--- src/rtl/palb_pkg.sv ---
// ----------------------------------------------------------------------------
// palb_pkg: shared types and constants for the ping-pong audio level buffer
// Buffer geometry, register codes, transfer payload types and the
// reciprocal constants used by the level datapath.
// ----------------------------------------------------------------------------
package palb_pkg;

    // buffer geometry
    localparam int BUFFER_DEPTH = 512;
    localparam int IDX_W        = $clog2(BUFFER_DEPTH);
    localparam int LEN_W        = $clog2(BUFFER_DEPTH + 1);
    localparam int ADDR_W       = IDX_W + 1;
    localparam int RAM_DEPTH    = 2 ** ADDR_W;

    // register widths
    localparam int LENGTH_W   = 10;
    localparam int GAIN_W     = 8;
    localparam int LEVEL_W    = 8;
    localparam int SAMPLE_W   = 16;
    localparam int CFG_IDX_W  = 2;
    localparam int CFG_DATA_W = 10;

    // width that holds both the length register and the depth
    localparam int CMP_W = (LEN_W > LENGTH_W) ? LEN_W : LENGTH_W;

    // register reset values
    localparam logic                RST_ENABLE = 1'b1;
    localparam logic [LENGTH_W-1:0] RST_LENGTH = 10'd441;
    localparam logic [GAIN_W-1:0]   RST_GAIN   = 8'd108;
    localparam logic                RST_MONO   = 1'b0;

    // command codes
    localparam logic CMD_PUSH = 1'b0;
    localparam logic CMD_TICK = 1'b1;

    // level datapath constants
    localparam logic signed [18:0] AMP_MAX  = 19'sd32767;
    localparam logic signed [18:0] AMP_MIN  = -19'sd32767;
    // floor(a / 127) = (a * 33027) >> 22 for a below 2^15
    localparam logic [15:0]        DIV127_MUL   = 16'd33027;
    localparam int                 DIV127_SHIFT = 22;
    // floor(y / 175) = (y * 47935) >> 23 for y below 2^16
    localparam logic [15:0]        DIV175_MUL   = 16'd47935;
    localparam int                 DIV175_SHIFT = 23;
    localparam logic [8:0]         LEVEL_CAP    = 9'd255;

    // configuration register indexes
    typedef enum logic [CFG_IDX_W-1:0] {
        CFG_ENABLE = 2'd0,
        CFG_LENGTH = 2'd1,
        CFG_GAIN   = 2'd2,
        CFG_MONO   = 2'd3
    } cfg_reg_t;

    // control states
    typedef enum logic [2:0] {
        ST_CLEAR,
        ST_IDLE,
        ST_CALC,
        ST_WRITE,
        ST_READ,
        ST_RESP
    } palb_state_t;

    // input transfer
    typedef struct packed {
        logic                       cmd;
        logic signed [SAMPLE_W-1:0] left_sample;
        logic signed [SAMPLE_W-1:0] right_sample;
    } in_item_t;

    // output transfer
    typedef struct packed {
        logic               accepted;
        logic               level_valid;
        logic [LEVEL_W-1:0] level;
    } out_item_t;

    // settings seen by the level datapath
    typedef struct packed {
        logic [GAIN_W-1:0] gain;
        logic              mono_mode;
    } level_cfg_t;

endpackage

--- src/rtl/palb_level.sv ---
// ----------------------------------------------------------------------------
// palb_level: drive level datapath
// Four register stages: mono mix and gain, saturation and divide by 127,
// square, divide by 700 and cap.
// ----------------------------------------------------------------------------
module palb_level (
    input  logic                          clk,
    input  palb_pkg::in_item_t            sample,
    input  palb_pkg::level_cfg_t          cfg,
    output logic [palb_pkg::LEVEL_W-1:0]  level
);

    logic signed [16:0] sum;
    logic signed [15:0] mix;
    logic signed [15:0] right_src;
    logic signed [8:0]  gain_s;
    logic signed [24:0] prod_reg;
    logic signed [18:0] amp;
    logic signed [18:0] amp_sat;
    logic [14:0]        mag;
    logic [30:0]        quot_reg;
    logic [8:0]         v;
    logic [16:0]        sq_reg;
    logic [17:0]        x3;
    logic [15:0]        x3_quarter;
    logic [31:0]        lvl_reg;
    logic [8:0]         lvl_raw;

    // stage 1: mono mix, floor halve, gain multiply
    always_comb
    begin
        right_src = cfg.mono_mode ? sample.left_sample : sample.right_sample;
        sum       = 17'(sample.left_sample) + 17'(right_src);
        mix       = 16'(sum >>> 1);
        gain_s    = signed'({1'b0, cfg.gain});
    end

    always_ff @(posedge clk)
    begin
        prod_reg <= mix * gain_s;
    end

    // stage 2: Q2.6 floor shift, saturate, magnitude, divide by 127
    always_comb
    begin
        amp = 19'(prod_reg >>> 6);
        priority if (amp > palb_pkg::AMP_MAX)
        begin
            amp_sat = palb_pkg::AMP_MAX;
        end
        else if (amp < palb_pkg::AMP_MIN)
        begin
            amp_sat = palb_pkg::AMP_MIN;
        end
        else
        begin
            amp_sat = amp;
        end
        mag = amp_sat[18] ? 15'(-amp_sat) : amp_sat[14:0];
    end

    always_ff @(posedge clk)
    begin
        quot_reg <= 31'(mag) * 31'(palb_pkg::DIV127_MUL);
    end

    // stage 3: square
    assign v = quot_reg[palb_pkg::DIV127_SHIFT +: 9];

    always_ff @(posedge clk)
    begin
        sq_reg <= 17'(18'(v) * 18'(v));
    end

    // stage 4: times three, divide by 700 as quarter then by 175
    always_comb
    begin
        x3         = {sq_reg, 1'b0} + 18'(sq_reg);
        x3_quarter = x3[17:2];
    end

    always_ff @(posedge clk)
    begin
        lvl_reg <= 32'(x3_quarter) * 32'(palb_pkg::DIV175_MUL);
    end

    // cap at full scale
    assign lvl_raw = lvl_reg[palb_pkg::DIV175_SHIFT +: 9];
    assign level   = (lvl_raw > palb_pkg::LEVEL_CAP) ? palb_pkg::LEVEL_CAP[7:0] : lvl_raw[7:0];

endmodule

--- config.mk ---
export PLATFORM = sky130hd
export DESIGN_NAME = palb_level
export DESIGN_NICKNAME = d
export VERILOG_FILES = /design/src/rtl/palb_pkg.sv /design/src/rtl/palb_level.sv
export SDC_FILE = /design/constraint.sdc
export NUM_CORES = 1
export LEC_CHECK = 0
export CORE_MARGIN = 2
export CORE_UTILIZATION = 37
export DETAILED_ROUTE_END_ITERATION = 12
export DONT_BUFFER_PORTS = 1
export PLACE_DENSITY = 0.56
export SYNTH_ARGS = -nofsm -noshare
export SYNTH_HDL_FRONTEND = slang
export SYNTH_SLANG_ARGS = --single-unit
--- constraint.sdc ---
create_clock -name clk -period 8.9 [get_ports clk]
set_clock_uncertainty 0.2 [all_clocks]
set_input_delay 1.78 -clock clk [delete_from_list [all_inputs] [get_ports clk]]
set_output_delay 1.78 -clock clk [all_outputs]
set_load 0.05 [all_outputs]
Word level (Yosys, flattened, before mapping)
Index checks and enable logic that the tools add are counted.
W data, S select, Z words.
- $add $sub $neg: 3
- multiply operators: 4
- order comparisons: 3
- multiplexer cells: 5
- operators by type and width (operator ; count):
    $mux W19 ; 2
    $mul A16 B16 Y32 const B ; 1
    $mul A15 B16 Y31 const B ; 1
    $mul A16 B9 Y25 ; 1
    $gt A19 B16 Y1 const B ; 1
    $lt A19 B16 Y1 const B ; 1
    $add A18 B17 Y18 ; 1
    $add A16 B16 Y17 ; 1
    $mul A9 B9 Y17 ; 1
    $mux W16 ; 1
    $mux W15 ; 1
    $neg A15 Y15 ; 1
    $gt A9 B8 Y1 const B ; 1
    $mux W8 ; 1
- register bits after elaboration: 105
- logic and storage cells: 19

Depth between registers and ports, before layout
- word-level depth: 6
- depth in mapped cells: 29
- gate-level depth less buffers: 29

Least setup slack after synthesis
Ideal clock, no wire load.
- path kind: input port to flip-flop
- start: input port cfg[0] in the netlist's numbering
- end: register prod_reg[23]
- setup time: 0.095 ns
- arrival: 8.177 ns
- required time: 8.605 ns
- path slack: 0.428 ns
- cell stages on the path: 25
- path buffers: 2
- path through: buf_2 > buf_1 > mux2_2 > fa_1 > a21o_1 > a21oi_1 > o21bai_1 > a211oi_1 > nor2_1 > xnor2_1 > nand2_1 > fa_1 > inv_1 > fa_1 > inv_1 > fa_1 > inv_1 > fa_1 > ha_1 > or3_1 > o221a_2 > nand3_2 > a211oi_2 > or4_1 > o311ai_1
- word-level cells in the longest chain between the ends: 3
- RTL lines (what ; RTL line ; RTL):
    start, declared ; palb_level.sv:9 ; input palb_pkg::level_cfg_t cfg,
    $mux W16 ; palb_level.sv:32 ; right_src = cfg.mono_mode ? sample.left_sample : sample.right_sample;
    $add A16 B16 Y17 ; palb_level.sv:33 ; sum = 17'(sample.left_sample) + 17'(right_src);
    $mul A16 B9 Y25 ; palb_level.sv:40 ; prod_reg <= mix * gain_s;
    end signal, assigned ; palb_level.sv:40 ;
    end, declared ; palb_level.sv:17 ; logic signed [24:0] prod_reg;
No other way between the ends.

Worst setup path in the final report
Ends and elaborated chain as after synthesis.

==> reports/qor.txt <==
Status -> finished clean
Depth of the CTS H-tree -> 2
Crit-path leading delay family -> adder cells
# hold bufs at CTS -> 0
Ports -> 51
Fin util -> 39.3%
Die area -> 0.0471 mm²
Hold Path Sink -> sq_reg[2]
Crit-path max FO -> 17
Global-route wire length before repair -> 57700 µm
Placed cell count -> 2398
P&R area growth vs syn -> 5.54%
Most used DFF post-synth -> dfxtp_1
Count of final hold-check violations -> 0
Fmax -> 125 MHz
Pin count of the biggest net entering global routing -> 18
Critical path class -> in2reg
Routed WL per cell -> 13.5 µm
Reg-to-reg slack, setup -> 0.99 ns
CP Cell Sequence -> mux2_2 > fa_1 > a21o_1 > a21oi_1 > o21bai_1 > a211oi_1 > nor3_1 > o22ai_1 > nand2_1 > fa_1 > inv_1 > fa_1 > inv_1 > fa_1 > inv_1 > fa_1 > ha_1 > nor2b_1 > o21ai_1 > a211oi_2 > or4_1 > o311ai_1
Final Wtd Congestion -> 0.880
Die W -> 217 µm
Initial antenna violation count -> 0
Setup TNS -> 0 ns
Number of distinct library cells after synthesis -> 79
Post-Route WL -> 32400 µm
Final worst-path cycle share -> 90.2%
Most frequent CP cell -> fa_1
Post-synth ARST share -> 0%
Global-route usage over all layers -> 14.9%
Syn avg cell area -> 9.31 µm²
RSZ-0062 raised after global routing -> false
Worst reg-to-reg path cell count -> 26
Share of cells above drive strength 1 -> 4.21%
FF+latch count, synth -> 52
CP Data Arrival Time -> 8.04 ns
Max cap viols -> 0
GRT Residual Overflow -> 0
Post-DP Area -> 0.0176 mm²
Die Height -> 217 µm
Worst path required time -> 8.91 ns
Cell taking the most area after synthesis -> fa_1
Ys Warns -> 0
Syn nets -> 2445
EDFF count, synth -> 0
Hold crit path type -> reg2reg
Worst path bufs/invs -> 3
# resized after CTS -> 0
Hold Path Origin -> quot_reg[22]
DRT Pass-1 Iters -> 5
DRC violations left -> 0
Area contributors post-synth -> fa_1, ha_1, inv_1, dfxtp_1, and2_1
Clk slew on worst S/H paths -> 0.07 ns
N_diodes -> 0
Crit-path max cell delay -> 0.58 ns
CTS Buf Count -> 5
Reg2Reg Capture Point -> lvl_reg[31]
Worst hold path depth -> 1
Setup Viol. Count Final -> 0
Clock Tree Root -> clkbuf_16
Post-DP HPWL -> 28600 µm
Largest register FFs -> 19
Routed Antenna Nets -> 0
Mapped Cells -> 1803
Critical path capture point type -> register
Sequential fraction of the synthesis area -> 6.20%
Final nets -> 2447
Least-Margin Pin Slew -> 1.06 ns
Worst-case clock buffer depth -> 2
Max-slew violations -> 0
Vias per std cell -> 4.80
Violation count after the first detailed-route iteration -> 356
CTS tree -> done
Sink Count -> 52
Setup Fix Bufs, Post-CTS -> 0
Clock Latency Late Sink -> 0.31 ns
Number of global-route vias before repair -> 12500
Post-layout min period -> 8.03 ns
Port bufs -> 0
Core area -> 0.0451 mm²
Vias -> 11500
Cell area after synthesis -> 0.0168 mm²
Reg2Reg Launch Point -> sq_reg[3]
Worst rel slew slack -> 28.8%
CP max stage cell -> fa_1
Layout Cells excl Fill -> 2406
Starting Density -> 37.2%
Top-area cell type share of the netlist area -> 32.9%
Core Rows -> 78
Critical path startpoint category -> input port
Fin area -> 0.0177 mm²
through the flow:
step | setup slack [ns] | hold slack (ns)
2_1_floorplan | 0.428 | 0.257
3_3_place_gp | 0.491 | 0.370
3_5_place_dp | 0.441 | 0.348
4_1_cts | 0.748 | 0.353
5_1_grt | 0.314 | 0.373
6_report | 0.868 | 0.342
synthesized netlist by cell type (7+ instances only):
cell type and count:
nand2b_1 7, nor2b_1 14, and3_1 16, ha_1 323, o211ai_1 7, o21ai_1 7, or3_1 12, a21oi_1 65
nand2_1 103, mux2_2 16, nand3_1 23, dfxtp_1 52, xnor2_1 61, o21ai_0 32, xor2_1 19, o21a_1 12
and2_1 104, nor2_1 52, o21bai_1 7, or2_2 14, clkbuf_1 17, fa_1 276, a21o_1 17, inv_1 425
a211oi_1 7, nor3_1 23
worst reg2reg max path, delay by kind of cell, from the launching register on:
family / cells / cell delay (ns)
buffers and inverters: 4 / 0.26
AND/OR/NAND/NOR: 4 / 0.97
adder cells (fa/ha/maj): 8 / 3.59
flip-flops: 1 / 0.33
AO/OA/AOI/OAI: 10 / 2.47
logic make-up (layout without fill, tap and decap cells):
group,count (synthesis),in the layout,synth area share [%]
adder cells (fa/ha/maj),599,599,57.0
AND/OR/NAND/NOR,400,400,12.7
XOR/XNOR,84,84,4.56
AO/OA/AOI/OAI,203,203,8.30
buffers and inverters,445,448,9.96
flip-flops,52,52,6.20
multiplexers,19,19,1.25
other,1,1,0.0223
placed cells by master, fill, tap and decap left out, drive strengths merged, types with 6 or more instances in the layout:
cell / synthesis / final
nor2: 52 / 52
ha: 323 / 323
fa: 276 / 276
nor2b: 14 / 14
clkbuf: 17 / 6
or3: 12 / 12
a21o: 17 / 17
nand3: 24 / 24
and3: 17 / 17
o211ai: 10 / 10
inv: 425 / 425
a211oi: 8 / 8
o31ai: 6 / 6
and2: 104 / 104
a21oi: 67 / 67
o21a: 12 / 12
dfxtp: 52 / 52
nor3: 24 / 24
o21bai: 7 / 7
or2: 16 / 16
nand2: 103 / 103
nand2b: 7 / 7
xnor2: 63 / 63
mux2: 16 / 16
buf: 3 / 15
o21ai: 40 / 40
xor2: 21 / 21
area by class of cell:
class | count | area, µm²
fill | 4559 | 27400
multi-input combinational | 1306 | 14100
inverter | 425 | 1600
sequential | 52 | 1040
tap | 600 | 751
clock buffer | 6 | 129
timing repair buffer | 15 | 113
clock inverter | 2 | 16.3
metal layers:
metal / share of wire (%) / up-vias / global-route usage [%]
met5: 0 / - / 0
met4: 1.3 / 0 / 2.63
met3: 1.5 / 23 / 1.59
met2: 51 / 73 / 27.6
met1: 46 / 5707 / 18.8
li1: - / 5740 / -
how the worst max path moves through the flow:
stage / startpoint / endpoint / slack, ns / cells past startpoint
final: cfg[0] / prod_reg[23] / 0.87 / 22
after global routing: cfg[0] / prod_reg[23] / 0.31 / 21
after CTS: cfg[0] / prod_reg[23] / 0.75 / 21
after detailed placement: cfg[0] / prod_reg[23] / 0.44 / 21
after global placement: cfg[0] / prod_reg[23] / 0.49 / 21
after floorplan: cfg[0] / prod_reg[23] / 0.43 / 25
Power is not shown: default switching activity piles up to over one toggle a cycle in this logic, so the estimate is an artifact.
